==> config.mk <==
export PLATFORM = sky130hd
export DESIGN_NAME = running_sample_statistics_unit
export DESIGN_NICKNAME = d
export VERILOG_FILES = /design/src/sv/rss_pkg.sv /design/src/sv/rss_accum.sv /design/src/sv/rss_alu.sv /design/src/sv/rss_ctrl.sv /design/src/sv/running_sample_statistics_unit.sv
export VERILOG_INCLUDE_DIRS = /design/src /design/src/sv
export SDC_FILE = /design/constraint.sdc
export NUM_CORES = 2
export LEC_CHECK = 0
export BUFFER_PORTS_ARGS = -buffer_cell sky130_fd_sc_hd__buf_2
export CAP_MARGIN = 20
export CORE_MARGIN = 2
export CORE_UTILIZATION = 45
export CTS_CLUSTER_SIZE = 8
export DETAILED_ROUTE_END_ITERATION = 10
export GPL_ROUTABILITY_DRIVEN = 1
export SLEW_MARGIN = 20
export SYNTH_ARGS = -nofsm -noshare
export SYNTH_HDL_FRONTEND = slang
export SYNTH_HIERARCHICAL = 1
export SYNTH_SLANG_ARGS = --single-unit
==> constraint.sdc <==
create_clock -name clk_i -period 6.5 [get_ports clk_i]
set_clock_uncertainty 0.2 [all_clocks]
set_input_delay 0.325 -clock clk_i [delete_from_list [all_inputs] [get_ports clk_i]]
set_output_delay 0.325 -clock clk_i [all_outputs]
set_load 0.005 [all_outputs]
==> src/sv/running_sample_statistics_unit_macros.svh <==
// Assertion macros for the running sample statistics unit.
// Both macros assume clk_i and rst_ni are visible where they are used.
`ifndef RUNNING_SAMPLE_STATISTICS_UNIT_MACROS_SVH
`define RUNNING_SAMPLE_STATISTICS_UNIT_MACROS_SVH

`ifndef SYNTHESIS
`define RSS_ASSERT(label, prop) \
  label: assert property (@(posedge clk_i) disable iff (!rst_ni) prop) \
    else $error("running_sample_statistics_unit: check failed");
`define RSS_ASSERT_NEVER(label, expr) `RSS_ASSERT(label, !(expr))
`else
`define RSS_ASSERT(label, prop)
`define RSS_ASSERT_NEVER(label, expr)
`endif

`endif

==> src/sv/rss_pkg.sv <==
`default_nettype none

package rss_pkg;

  localparam int unsigned FRAC_BITS = 16;
  localparam int unsigned MEAN_W    = 32;
  localparam int unsigned VAR_W     = 46;

  localparam logic [MEAN_W-1:0] MEAN_POS_MAX = 32'h7FFF_FFFF;
  localparam logic [MEAN_W-1:0] MEAN_NEG_MAG = 32'h8000_0000;
  localparam logic [VAR_W-1:0]  VAR_MAX      = {VAR_W{1'b1}};

  typedef enum logic [1:0] {
    OP_MUL,
    OP_SUB,
    OP_DIV
  } rss_op_e;

  typedef enum logic [2:0] {
    S_IDLE,
    S_MUL_SS,
    S_MUL_NSQ,
    S_SUB,
    S_MUL_NN,
    S_DIV_VAR,
    S_DIV_MEAN
  } rss_state_e;

  typedef struct packed {
    logic    start;
    rss_op_e op;
  } rss_alu_cmd_t;

endpackage

`default_nettype wire

==> src/sv/rss_accum.sv <==
`default_nettype none

module rss_accum
  import rss_pkg::*;
#(
  parameter int unsigned SAMPLE_BITS = 16,
  parameter int unsigned MAX_COUNT   = 16,
  parameter int unsigned CNT_W       = 5,
  parameter int unsigned SUM_W       = 21,
  parameter int unsigned SQ_W        = 35
) (
  input  wire logic                          clk_i,
  input  wire logic                          rst_ni,
  input  wire logic                          en_i,
  input  wire logic                          last_i,
  input  wire logic signed [SAMPLE_BITS-1:0] sample_i,
  output logic signed [SAMPLE_BITS-1:0]      nx_max_o,
  output logic signed [SAMPLE_BITS-1:0]      nx_min_o,
  output logic signed [SUM_W-1:0]            nx_sum_o,
  output logic [SQ_W-1:0]                    nx_sumsq_o,
  output logic [CNT_W-1:0]                   nx_cnt_o,
  output logic                               nx_ovf_o
);

  localparam logic signed [SAMPLE_BITS-1:0] MOST_NEG = {1'b1, {(SAMPLE_BITS-1){1'b0}}};
  localparam logic signed [SAMPLE_BITS-1:0] MOST_POS = {1'b0, {(SAMPLE_BITS-1){1'b1}}};

  logic signed [SAMPLE_BITS-1:0]   max_q, min_q;
  logic signed [SUM_W-1:0]         sum_q;
  logic [SQ_W-1:0]                 sumsq_q;
  logic [CNT_W-1:0]                cnt_q;
  logic                            ovf_q;
  logic                            take;
  logic signed [2*SAMPLE_BITS-1:0] sq_s;
  logic [2*SAMPLE_BITS-1:0]        sq_u;

  // drop samples once the set is full
  assign take = cnt_q < CNT_W'(MAX_COUNT);
  assign sq_s = sample_i * sample_i;
  assign sq_u = sq_s;

  assign nx_max_o   = (take && (sample_i > max_q)) ? sample_i : max_q;
  assign nx_min_o   = (take && (sample_i < min_q)) ? sample_i : min_q;
  assign nx_sum_o   = take ? (sum_q + SUM_W'(sample_i)) : sum_q;
  assign nx_sumsq_o = take ? (sumsq_q + SQ_W'(sq_u)) : sumsq_q;
  assign nx_cnt_o   = take ? (cnt_q + CNT_W'(1)) : cnt_q;
  assign nx_ovf_o   = ovf_q | ~take;

  always_ff @(posedge clk_i or negedge rst_ni) begin
    if (!rst_ni) begin
      max_q   <= MOST_NEG;
      min_q   <= MOST_POS;
      sum_q   <= '0;
      sumsq_q <= '0;
      cnt_q   <= '0;
      ovf_q   <= 1'b0;
    end else if (en_i) begin
      if (last_i) begin
        max_q   <= MOST_NEG;
        min_q   <= MOST_POS;
        sum_q   <= '0;
        sumsq_q <= '0;
        cnt_q   <= '0;
        ovf_q   <= 1'b0;
      end else begin
        max_q   <= nx_max_o;
        min_q   <= nx_min_o;
        sum_q   <= nx_sum_o;
        sumsq_q <= nx_sumsq_o;
        cnt_q   <= nx_cnt_o;
        ovf_q   <= nx_ovf_o;
      end
    end
  end

endmodule

`default_nettype wire

==> src/sv/rss_alu.sv <==
`default_nettype none

module rss_alu
  import rss_pkg::*;
#(
  parameter int unsigned W    = 58,
  parameter int unsigned DS_W = 10,
  parameter int unsigned IT_W = 6
) (
  input  wire logic            clk_i,
  input  wire logic            rst_ni,
  input  wire rss_alu_cmd_t    cmd_i,
  input  wire logic [W-1:0]    opa_i,
  input  wire logic [W-1:0]    opb_i,
  input  wire logic [IT_W-1:0] iters_i,
  output logic                 done_o,
  output logic [W-1:0]         result_o
);

  localparam int unsigned ADD_W = W + 1;

  logic            busy_q, busy_d;
  logic            done_q, done_d;
  rss_op_e         op_q, op_d;
  logic [IT_W-1:0] cnt_q, cnt_d;
  logic [W-1:0]    acc_q, acc_d;
  logic [W-1:0]    x_q, x_d;
  logic [W-1:0]    y_q, y_d;
  logic [DS_W-1:0] d_q, d_d;

  logic [W-1:0]     add_a, add_b, trial;
  logic             add_sub, carry;
  logic [ADD_W-1:0] add_res;

  // one shared adder: shift-add multiply, subtract, restoring divide
  always_comb begin
    add_a   = acc_q;
    add_b   = x_q;
    add_sub = 1'b0;
    trial   = {acc_q[W-2:0], x_q[W-1]};
    case (op_q)
      OP_SUB: add_sub = 1'b1;
      OP_DIV: begin
        add_a   = trial;
        add_b   = W'(d_q);
        add_sub = 1'b1;
      end
      default: ;
    endcase
  end

  assign add_res = {1'b0, add_a} + {1'b0, (add_sub ? ~add_b : add_b)} + ADD_W'(add_sub);
  assign carry   = add_res[W];

  always_comb begin
    busy_d = busy_q;
    done_d = 1'b0;
    op_d   = op_q;
    cnt_d  = cnt_q;
    acc_d  = acc_q;
    x_d    = x_q;
    y_d    = y_q;
    d_d    = d_q;
    if (busy_q) begin
      cnt_d = cnt_q - IT_W'(1);
      if (cnt_q == IT_W'(1)) begin
        busy_d = 1'b0;
        done_d = 1'b1;
      end
      case (op_q)
        OP_MUL: begin
          if (y_q[0]) acc_d = add_res[W-1:0];
          x_d = x_q << 1;
          y_d = y_q >> 1;
        end
        // clamp a negative difference to zero
        OP_SUB: acc_d = carry ? add_res[W-1:0] : '0;
        OP_DIV: begin
          acc_d = carry ? add_res[W-1:0] : trial;
          x_d   = {x_q[W-2:0], carry};
        end
        default: ;
      endcase
    end else if (cmd_i.start) begin
      busy_d = 1'b1;
      op_d   = cmd_i.op;
      cnt_d  = iters_i;
      acc_d  = (cmd_i.op == OP_SUB) ? opa_i : '0;
      x_d    = (cmd_i.op == OP_SUB) ? opb_i : opa_i;
      y_d    = opb_i;
      d_d    = opb_i[DS_W-1:0];
    end
  end

  always_ff @(posedge clk_i or negedge rst_ni) begin
    if (!rst_ni) begin
      busy_q <= 1'b0;
      done_q <= 1'b0;
      op_q   <= OP_MUL;
      cnt_q  <= '0;
    end else begin
      busy_q <= busy_d;
      done_q <= done_d;
      op_q   <= op_d;
      cnt_q  <= cnt_d;
    end
  end

  always_ff @(posedge clk_i) begin
    acc_q <= acc_d;
    x_q   <= x_d;
    y_q   <= y_d;
    d_q   <= d_d;
  end

  assign done_o   = done_q;
  assign result_o = (op_q == OP_DIV) ? x_q : acc_q;

endmodule

`default_nettype wire

==> src/sv/rss_ctrl.sv <==
`default_nettype none

module rss_ctrl
  import rss_pkg::*;
#(
  parameter int unsigned SAMPLE_BITS = 16,
  parameter int unsigned CNT_W       = 5,
  parameter int unsigned SUM_W       = 21,
  parameter int unsigned SQ_W        = 35,
  parameter int unsigned W           = 58,
  parameter int unsigned IT_W        = 6
) (
  input  wire logic                          clk_i,
  input  wire logic                          rst_ni,
  input  wire logic                          in_valid_i,
  input  wire logic                          last_i,
  output logic                               in_ready_o,
  input  wire logic                          out_ready_i,
  output logic                               out_valid_o,
  input  wire logic signed [SAMPLE_BITS-1:0] nx_max_i,
  input  wire logic signed [SAMPLE_BITS-1:0] nx_min_i,
  input  wire logic signed [SUM_W-1:0]       nx_sum_i,
  input  wire logic [SQ_W-1:0]               nx_sumsq_i,
  input  wire logic [CNT_W-1:0]              nx_cnt_i,
  input  wire logic                          nx_ovf_i,
  output rss_alu_cmd_t                       cmd_o,
  output logic [W-1:0]                       opa_o,
  output logic [W-1:0]                       opb_o,
  output logic [IT_W-1:0]                    iters_o,
  input  wire logic                          alu_done_i,
  input  wire logic [W-1:0]                  alu_res_i,
  output logic signed [SAMPLE_BITS-1:0]      max_value_o,
  output logic signed [SAMPLE_BITS-1:0]      min_value_o,
  output logic [MEAN_W-1:0]                  mean_q16_o,
  output logic [VAR_W-1:0]                   variance_q16_o,
  output logic [CNT_W-1:0]                   sample_count_o,
  output logic                               overflow_o
);

  localparam int unsigned CMP_W = (W > VAR_W) ? W : VAR_W;

  rss_state_e state_q, state_d;
  logic       launched_q, launched_d;
  logic       out_valid_q, out_valid_d;
  logic       accept, close_set;

  logic signed [SUM_W-1:0]       fin_sum_q;
  logic [SQ_W-1:0]               fin_sumsq_q;
  logic [W-1:0]                  prod_q, sq_q;
  logic signed [SAMPLE_BITS-1:0] max_q, min_q;
  logic [CNT_W-1:0]              count_q;
  logic                          ovf_q;
  logic [MEAN_W-1:0]             mean_q;
  logic [VAR_W-1:0]              var_q;

  logic [SUM_W-1:0]  sum_u, mag;
  logic              neg;
  logic [CMP_W-1:0]  q_ext;
  logic [MEAN_W-1:0] mean_lim, mean_mag, mean_val;
  logic [VAR_W-1:0]  var_val;

  // a closing sample waits until the previous result has been taken
  assign in_ready_o = (state_q == S_IDLE) && (!out_valid_q || !last_i);
  assign accept     = in_valid_i && in_ready_o;
  assign close_set  = accept && last_i;

  assign sum_u = fin_sum_q;
  assign neg   = sum_u[SUM_W-1];
  assign mag   = neg ? (~sum_u + SUM_W'(1)) : sum_u;

  assign q_ext    = CMP_W'(alu_res_i);
  assign mean_lim = neg ? MEAN_NEG_MAG : MEAN_POS_MAX;
  assign mean_mag = (q_ext > CMP_W'(mean_lim)) ? mean_lim : MEAN_W'(alu_res_i);
  assign mean_val = neg ? (~mean_mag + MEAN_W'(1)) : mean_mag;
  assign var_val  = (q_ext > CMP_W'(VAR_MAX)) ? VAR_MAX : VAR_W'(alu_res_i);

  // next state
  always_comb begin
    state_d     = state_q;
    launched_d  = launched_q;
    out_valid_d = out_valid_q;
    if (out_valid_q && out_ready_i) out_valid_d = 1'b0;
    if (alu_done_i) begin
      launched_d = 1'b0;
    end else if (cmd_o.start) begin
      launched_d = 1'b1;
    end
    unique case (state_q)
      S_IDLE:     if (close_set) state_d = S_MUL_SS;
      S_MUL_SS:   if (alu_done_i) state_d = S_MUL_NSQ;
      S_MUL_NSQ:  if (alu_done_i) state_d = S_SUB;
      S_SUB:      if (alu_done_i) state_d = S_MUL_NN;
      S_MUL_NN:   if (alu_done_i) state_d = S_DIV_VAR;
      S_DIV_VAR:  if (alu_done_i) state_d = S_DIV_MEAN;
      S_DIV_MEAN: begin
        if (alu_done_i) begin
          state_d     = S_IDLE;
          out_valid_d = 1'b1;
        end
      end
      default:    state_d = S_IDLE;
    endcase
  end

  // operands for the shared unit
  always_comb begin
    cmd_o.start = (state_q != S_IDLE) && !launched_q;
    cmd_o.op    = OP_MUL;
    opa_o       = '0;
    opb_o       = '0;
    iters_o     = IT_W'(1);
    unique case (state_q)
      S_MUL_SS: begin
        opa_o   = W'(mag);
        opb_o   = W'(mag);
        iters_o = IT_W'(SUM_W);
      end
      S_MUL_NSQ: begin
        opa_o   = W'(fin_sumsq_q);
        opb_o   = W'(count_q);
        iters_o = IT_W'(CNT_W);
      end
      S_SUB: begin
        cmd_o.op = OP_SUB;
        opa_o    = prod_q;
        opb_o    = sq_q;
      end
      S_MUL_NN: begin
        opa_o   = W'(count_q);
        opb_o   = W'(count_q);
        iters_o = IT_W'(CNT_W);
      end
      S_DIV_VAR: begin
        cmd_o.op = OP_DIV;
        opa_o    = prod_q << FRAC_BITS;
        opb_o    = sq_q;
        iters_o  = IT_W'(W);
      end
      S_DIV_MEAN: begin
        cmd_o.op = OP_DIV;
        opa_o    = W'(mag) << FRAC_BITS;
        opb_o    = W'(count_q);
        iters_o  = IT_W'(W);
      end
      default: ;
    endcase
  end

  always_ff @(posedge clk_i or negedge rst_ni) begin
    if (!rst_ni) begin
      state_q     <= S_IDLE;
      launched_q  <= 1'b0;
      out_valid_q <= 1'b0;
    end else begin
      state_q     <= state_d;
      launched_q  <= launched_d;
      out_valid_q <= out_valid_d;
    end
  end

  always_ff @(posedge clk_i) begin
    if (close_set) begin
      fin_sum_q   <= nx_sum_i;
      fin_sumsq_q <= nx_sumsq_i;
      max_q       <= nx_max_i;
      min_q       <= nx_min_i;
      count_q     <= nx_cnt_i;
      ovf_q       <= nx_ovf_i;
    end
    if (alu_done_i) begin
      case (state_q)
        S_MUL_SS:   sq_q   <= alu_res_i;
        S_MUL_NSQ:  prod_q <= alu_res_i;
        S_SUB:      prod_q <= alu_res_i;
        S_MUL_NN:   sq_q   <= alu_res_i;
        S_DIV_VAR:  var_q  <= var_val;
        S_DIV_MEAN: mean_q <= mean_val;
        default: ;
      endcase
    end
  end

  assign out_valid_o    = out_valid_q;
  assign max_value_o    = max_q;
  assign min_value_o    = min_q;
  assign mean_q16_o     = mean_q;
  assign variance_q16_o = var_q;
  assign sample_count_o = count_q;
  assign overflow_o     = ovf_q;

endmodule

`default_nettype wire

==> src/sv/running_sample_statistics_unit.sv <==
// Ordinary samples: one transfer per cycle, back to back while the sequencer is idle,
// folded into the running sums. Closing sample: the shared adder runs two multiplies,
// a subtract, a multiply and two bit-serial divides, and the input stalls until it is
// done and the result is valid.
// Another set may stream in while a result waits, but its closing sample waits for it.
// Reset (async, active low) clears the accumulators and the sequencer; no clearing pass.
`default_nettype none

module running_sample_statistics_unit
  import rss_pkg::*;
#(
  parameter int unsigned MAX_COUNT   = 16,
  parameter int unsigned SAMPLE_BITS = 16,
  localparam int unsigned CNT_W      = $clog2(MAX_COUNT + 1)
) (
  input  wire logic                          clk_i,
  input  wire logic                          rst_ni,
  input  wire logic                          in_valid_i,
  output logic                               in_ready_o,
  input  wire logic signed [SAMPLE_BITS-1:0] sample_i,
  input  wire logic                          last_i,
  output logic                               out_valid_o,
  input  wire logic                          out_ready_i,
  output logic signed [SAMPLE_BITS-1:0]      max_value_o,
  output logic signed [SAMPLE_BITS-1:0]      min_value_o,
  output logic signed [MEAN_W-1:0]           mean_q16_o,
  output logic [VAR_W-1:0]                   variance_q16_o,
  output logic [CNT_W-1:0]                   sample_count_o,
  output logic                               overflow_o
);

`include "running_sample_statistics_unit_macros.svh"

  localparam int unsigned SUM_W = SAMPLE_BITS + CNT_W;
  localparam int unsigned SQ_W  = 2 * SAMPLE_BITS - 2 + CNT_W;
  localparam int unsigned ALU_W = 2 * SUM_W + FRAC_BITS;
  localparam int unsigned DS_W  = 2 * CNT_W;
  localparam int unsigned IT_W  = $clog2(ALU_W + 1);

  localparam logic [CNT_W-1:0] CNT_MAX = CNT_W'(MAX_COUNT);

  logic                          accept;
  logic signed [SAMPLE_BITS-1:0] nx_max, nx_min;
  logic signed [SUM_W-1:0]       nx_sum;
  logic [SQ_W-1:0]               nx_sumsq;
  logic [CNT_W-1:0]              nx_cnt;
  logic                          nx_ovf;
  rss_alu_cmd_t                  alu_cmd;
  logic [ALU_W-1:0]              alu_a, alu_b, alu_res;
  logic [IT_W-1:0]               alu_iters;
  logic                          alu_done;

  assign accept = in_valid_i && in_ready_o;

  rss_accum #(
    .SAMPLE_BITS (SAMPLE_BITS),
    .MAX_COUNT   (MAX_COUNT),
    .CNT_W       (CNT_W),
    .SUM_W       (SUM_W),
    .SQ_W        (SQ_W)
  ) u_accum (
    .clk_i      (clk_i),
    .rst_ni     (rst_ni),
    .en_i       (accept),
    .last_i     (last_i),
    .sample_i   (sample_i),
    .nx_max_o   (nx_max),
    .nx_min_o   (nx_min),
    .nx_sum_o   (nx_sum),
    .nx_sumsq_o (nx_sumsq),
    .nx_cnt_o   (nx_cnt),
    .nx_ovf_o   (nx_ovf)
  );

  rss_alu #(
    .W    (ALU_W),
    .DS_W (DS_W),
    .IT_W (IT_W)
  ) u_alu (
    .clk_i    (clk_i),
    .rst_ni   (rst_ni),
    .cmd_i    (alu_cmd),
    .opa_i    (alu_a),
    .opb_i    (alu_b),
    .iters_i  (alu_iters),
    .done_o   (alu_done),
    .result_o (alu_res)
  );

  rss_ctrl #(
    .SAMPLE_BITS (SAMPLE_BITS),
    .CNT_W       (CNT_W),
    .SUM_W       (SUM_W),
    .SQ_W        (SQ_W),
    .W           (ALU_W),
    .IT_W        (IT_W)
  ) u_ctrl (
    .clk_i          (clk_i),
    .rst_ni         (rst_ni),
    .in_valid_i     (in_valid_i),
    .last_i         (last_i),
    .in_ready_o     (in_ready_o),
    .out_ready_i    (out_ready_i),
    .out_valid_o    (out_valid_o),
    .nx_max_i       (nx_max),
    .nx_min_i       (nx_min),
    .nx_sum_i       (nx_sum),
    .nx_sumsq_i     (nx_sumsq),
    .nx_cnt_i       (nx_cnt),
    .nx_ovf_i       (nx_ovf),
    .cmd_o          (alu_cmd),
    .opa_o          (alu_a),
    .opb_o          (alu_b),
    .iters_o        (alu_iters),
    .alu_done_i     (alu_done),
    .alu_res_i      (alu_res),
    .max_value_o    (max_value_o),
    .min_value_o    (min_value_o),
    .mean_q16_o     (mean_q16_o),
    .variance_q16_o (variance_q16_o),
    .sample_count_o (sample_count_o),
    .overflow_o     (overflow_o)
  );

  // a closing transfer starts the sequence, which holds off the input
  `RSS_ASSERT(a_close_stalls, in_valid_i && in_ready_o && last_i |=> !in_ready_o)
  `RSS_ASSERT(a_count_range, out_valid_o |-> (sample_count_o != '0) && (sample_count_o <= CNT_MAX))
  `RSS_ASSERT_NEVER(a_min_above_max, out_valid_o && (min_value_o > max_value_o))

endmodule

`default_nettype wire
# == Word-level counts from Yosys, hierarchy flattened ==
# Index checks and enable logic that the tools add are counted.
# classes
mul,1
muxes,58
n_addsub,8
n_bitwise,6
reduce_logical,32
n_eq_ne,21
magnitude_cmp,5
# ops
operator,count
58-bit two-way mux,16
58-bit one-hot mux with 3 select lines,2
58-bit one-hot mux with 6 select lines,1
58-bit one-hot mux with 2 select lines,1
32-bit two-way mux,3
35-bit two-way mux,2
16-bit two-way mux,4
21-bit two-way mux,3
58-bit by 58-bit adder with 59-bit output,1
59-bit by 1-bit adder with 59-bit output,1
58-bit by 32-bit > comparator with 1-bit output,1
58-bit by 46-bit > comparator with 1-bit output (second input constant),1
58-bit inverter,1
35-bit by 32-bit adder with 35-bit output,1
32-bit by 1-bit adder with 32-bit output (second input constant),1
16-bit by 16-bit multiplier with 32-bit output,1
32-bit inverter,1
21-bit by 1-bit adder with 21-bit output (second input constant),1
21-bit by 16-bit adder with 21-bit output,1
3-bit two-way mux,7
21-bit inverter,1
3-bit one-hot mux with 7 select lines,1
6-bit one-hot mux with 3 select lines,1
16-bit > comparator,1
other kinds (32),77
# word_totals
in_bits,21
register_bits,581
wordCells,158

# == Longest topological paths before layout ==
# depth
word_depth,9
mapped_depth,36

# == Cells and area by module ==
# The synthesis kept the hierarchy.
# modules_own_cells
module,cells_per_inst,n_inst,area_each_um2
rss_accum,1953,1,16967.5
rss_alu,1558,1,15107.0
rss_ctrl,1041,1,13462.9
running_sample_statistics_unit,1,1,6.3

# == Least setup slack after synthesis ==
# No wires, ideal clock.
# synth_path
path_kind,input-to-reg
startpoint,in sample_i[10]
endpoint,"reg u_ctrl.fin_sumsq_q[33], data pin"
t_arrival_ns,7.552
required_time_ns,6.043
stages,31
path_slack_ns,-1.509
setup_ns,0.257
path_buffers,2
path_cell_list,clkbuf_1 -> clkbuf_1 -> nand2_1 -> fa_1 -> fa_1 -> fa_1 -> inv_1 -> fa_1 -> fa_1 -> inv_1 -> fa_1 -> inv_1 -> ha_1 -> nand2_1 -> a2111o_1 -> a31oi_1 -> nor2_1 -> o22ai_1 -> a41o_1 -> o21a_1 -> nor2_1 -> xnor2_1 -> ha_1 -> and3_1 -> nand2_1 -> a21o_1 -> a32o_1 -> nor2_4 -> a21oi_1 -> or3_1 -> a32o_1
# synth_between
elab_chain_len,3
# synth_rtl
element,line,text
from (decl),running_sample_statistics_unit.sv:20,"input wire logic signed [SAMPLE_BITS-1:0] sample_i,"
16-bit by 16-bit multiplier with 32-bit output,rss_accum.sv:39,assign sq_s = sample_i * sample_i;
35-bit by 32-bit adder with 35-bit output,rss_accum.sv:45,assign nx_sumsq_o = take ? (sumsq_q + SQ_W'(sq_u)) : sumsq_q;
35-bit two-way mux,rss_accum.sv:45,
named net nx_sumsq[33],running_sample_statistics_unit.sv:45,logic [SQ_W-1:0] nx_sumsq;
to (signal assigned),rss_ctrl.sv:164,fin_sumsq_q <= nx_sumsq_i;
to (decl),rss_ctrl.sv:48,logic [SQ_W-1:0] fin_sumsq_q;
# The timed path passes the listed nets, and every way through them passes these cells.
# A chain may end at the register's enable or synchronous reset.

# == Worst setup path in the final report ==
# layout_path
startpoint,in sample_i[5]
endpoint,"reg u_ctrl.fin_sumsq_q[33], data pin"
# The elaborated chain is that of the path after synthesis.

==> results.yml <==
min_path:
  min_from: "sample_i[8]"
  hp-class: "primary input to flip-flop"
critical_path:
  end_kind: "flip-flop"
  cp.arrival_ns: 7.35
  start_kind: "primary input"
  crit_start: "sample_i[5]"
  cp_common_cell: "inv_2"
  cpPeakStageDelay_ns: 0.58
  crit_path_top_delay_cell: "fa_2"
  criticalPathCategory: "primary input to flip-flop"
  critical_path_required_ns: 6.73
  cp_max_fo: 5
  timing.rr.start: "u_alu/op_q[0]"
yosys:
  async_flop_share_pct: 18.8
  synth_area_per_cell_sq_um: 10.0
  ys_top_cells_by_count: "edfxtp_1, inv_1, nand2_1"
  netlist.area_leader.share_pct: 31.1
  synth_ff_type: "edfxtp_1"
  synth_area_sq_um: 45500
  synthCells: 4553
  yosysMostFrequentCell: "edfxtp_1"
  ys_top_cells_by_area: "edfxtp_1, fa_1, ha_1"
  synth-edff-count: 472
  syn-num-nets: 5085
  ys_seq_elements: 581
  yosysWarnings: 6
  synth_cell_types: 107
  ys_seq_area_share_pct: 37.2
  synth.largest_area_cell: "edfxtp_1"
clocking:
  clk_pin_slew_worst_paths_ns: 0.05
  htreeDepth: 3
  cts_buffers: 84
  cts_sinks: 581
  cts_tree: "built"
  clock_latency_ns: 0.69
  clk_path_buf_depth: 3
  clockRootBuffer: "clkbuf_16"
grt:
  track_usage_pct: 26.8
  grt_pass1_wl_mm: 215
  grt_max_degree: 79
  first_global_vias: 36500
  antenna_found_initial: 1
  grt_overflow_total: 0
floorplan:
  die_height_microns: 322
  die-width_microns: 322
  start_util_pct: 45.5
  rows: 116
  dieArea_sq_um: 104000
  io_pins: 139
  coreArea_sq_um: 100000
detailed_routing:
  totalWireLength_mm: 139
  wl_met1_mm: 59.5
  highest_layer: "met4"
  num_vias: 36000
  first_pass_iters: 5
  routedWlPerCell_microns: 22.0
  avgViaCountPerCell: 5.68
  drc: 0
  dr_wl_met2_mm: 67.0
  drtAntennaViolNets: 0
  wl_met3_mm: 6.66
  drt_iter0_markers: 2682
sta:
  fin_crit_ns: 7.12
  drv_slew: 0
  fin_ws_ns: -0.621
  holdWs_ns: 0.0136
  relSlewSlack_pct: 31.4
  rsz0062_at_grt: "true"
  setup_tns_ns: -11.34
  hold_viol: 0
  clock.fmax_ghz: 0.140
  tightest_slew_ns: 1.02
  period_share_pct: 110
  setup_viol: 31
place:
  portBuffers: 138
  place.gp.congestion: 0.944
  placed_area_sq_um: 50100
  hpwlAfterDp_mm: 106
  dp_cells: 6125
cells_and_area:
  drive_gt1_share_pct: 23.0
  area.sequential_sq_um: 16900
  multiInputGateArea_sq_um: 27000
  nFillCells: 8969
  area_growth_pct: 19.1
  stdcell_count: 6341
  finalInstanceArea_sq_um: 54300
  fin_nets: 5511
job:
  drv_cap: 0
run_status:
  violations: "negative setup slack"
  status: "finished with violations"
==> routing by layer <==
metal | track usage (%) | up-vias
met5 | 0 | -
li1 | - | 17000
met2 | 45.8 | 1022
met4 | 10.7 | 0
met1 | 34.6 | 17800
met3 | 3.11 | 283
==> worst max-delay path: cells and delay by family <==
family / cells / cell delay [ns]
xor+xnor: 1 / 0.12
fa+ha+maj: 8 / 3.59
compound gates: 9 / 1.93
buf+inv: 5 / 0.30
simple gates: 8 / 1.07
==> cell families after synthesis <==
logic type,after synthesis,synth area share [%]
simple gates,1130,12.1
xor+xnor,210,4.04
compound gates,1118,15.7
flops,581,37.2
mux,310,7.34
fa+ha+maj,511,17.9
buf+inv,693,5.81
==> cell usage in the layout (no fill, tap or decap), drive strengths merged, types with 16 or more instances in the layout <==
cell | Yosys | routed
fa | 234 | 234
nand2b | 30 | 30
nand3 | 53 | 53
and2 | 78 | 78
o21bai | 24 | 24
edfxtp | 472 | 472
o22ai | 29 | 29
nand2 | 422 | 422
a31oi | 23 | 23
o31ai | 19 | 19
a21boi | 18 | 18
dfstp | 16 | 16
nor4 | 27 | 27
nor2 | 206 | 206
dfrtp | 93 | 93
o21a | 27 | 27
mux2 | 192 | 192
o21ai | 367 | 367
or3 | 24 | 24
a22o | 73 | 73
o22a | 16 | 16
mux2i | 118 | 118
dlygate4sd3 | 0 | 16
or2 | 64 | 64
nand4 | 42 | 42
clkbuf | 196 | 141
a21o | 76 | 76
inv | 451 | 455
o221ai | 16 | 16
xor2 | 63 | 63
a21oi | 269 | 269
ha | 277 | 277
a211oi | 30 | 30
xnor2 | 147 | 147
buf | 42 | 563
nor3 | 58 | 58
nor2b | 73 | 73
and3 | 19 | 19
==> cell type report <==
| cell class | count | area share, % |
|---|---|---|
| antenna | 1 | 0.00461 |
| clock buffer | 141 | 4.32 |
| timing repair buffer | 579 | 8.20 |
| clock inverter | 8 | 0.330 |
| sequential | 581 | 31.2 |
| inverter | 454 | 3.15 |
| multi-input combinational | 3279 | 49.8 |
| tap | 1298 | 2.99 |
==> what timing repair did <==
item | CTS | global route
endpoints found under the setup margin | 40 | 40
hold endpoints to repair | 83 | 0
gates resized for setup | 201 | 88
buffers inserted | 39 | 23
hold buffers | 16 | 0
pin swaps | 109 | 83
==> final timing paths <==
check | to | slack [ns] | depth (start not counted)
max in group asynchronous | u_accum/sumsq_q[18] | 4.64 | 3
min reg2reg | u_accum/max_q[1] | 0.30 | 1
max reg2reg | u_alu/acc_q[3] | 0.75 | 16
min | u_accum/min_q[8] | 0.01 | 4
max | u_ctrl/fin_sumsq_q[33] | -0.62 | 31
min in group asynchronous | u_accum/max_q[7] | 0.12 | 2
==> flip-flops by register name (all words and copies together) (netlist names), 6 cells and up <==
register / cells
u_alu/cnt_q: 6
u_ctrl/fin_sumsq_q: 35
u_alu/x_q: 58
u_accum/sum_q: 21
u_accum/max_q: 16
u_alu/acc_q: 58
u_ctrl/prod_q: 58
u_ctrl/sq_q: 58
u_accum/sumsq_q: 35
u_ctrl/max_value_o: 16
u_ctrl/mean_q16_o: 32
u_alu/y_q: 58
u_ctrl/fin_sum_q: 21
u_ctrl/variance_q16_o: 46
u_accum/min_q: 16
u_ctrl/min_value_o: 16
u_alu/d_q: 10
==> metrics by stage <==
step	worst slack (ns)	utilization (%)
after global routing	-0.872	54.2
after global placement	-1.62	50.0
after CTS	-0.519	53.7
after floorplan	-1.13	-
after detailed placement	-1.69	50.0
final	-0.621	54.2
Power is not shown: default switching activity piles up to over one toggle a cycle in this logic, so the estimate is an artifact.
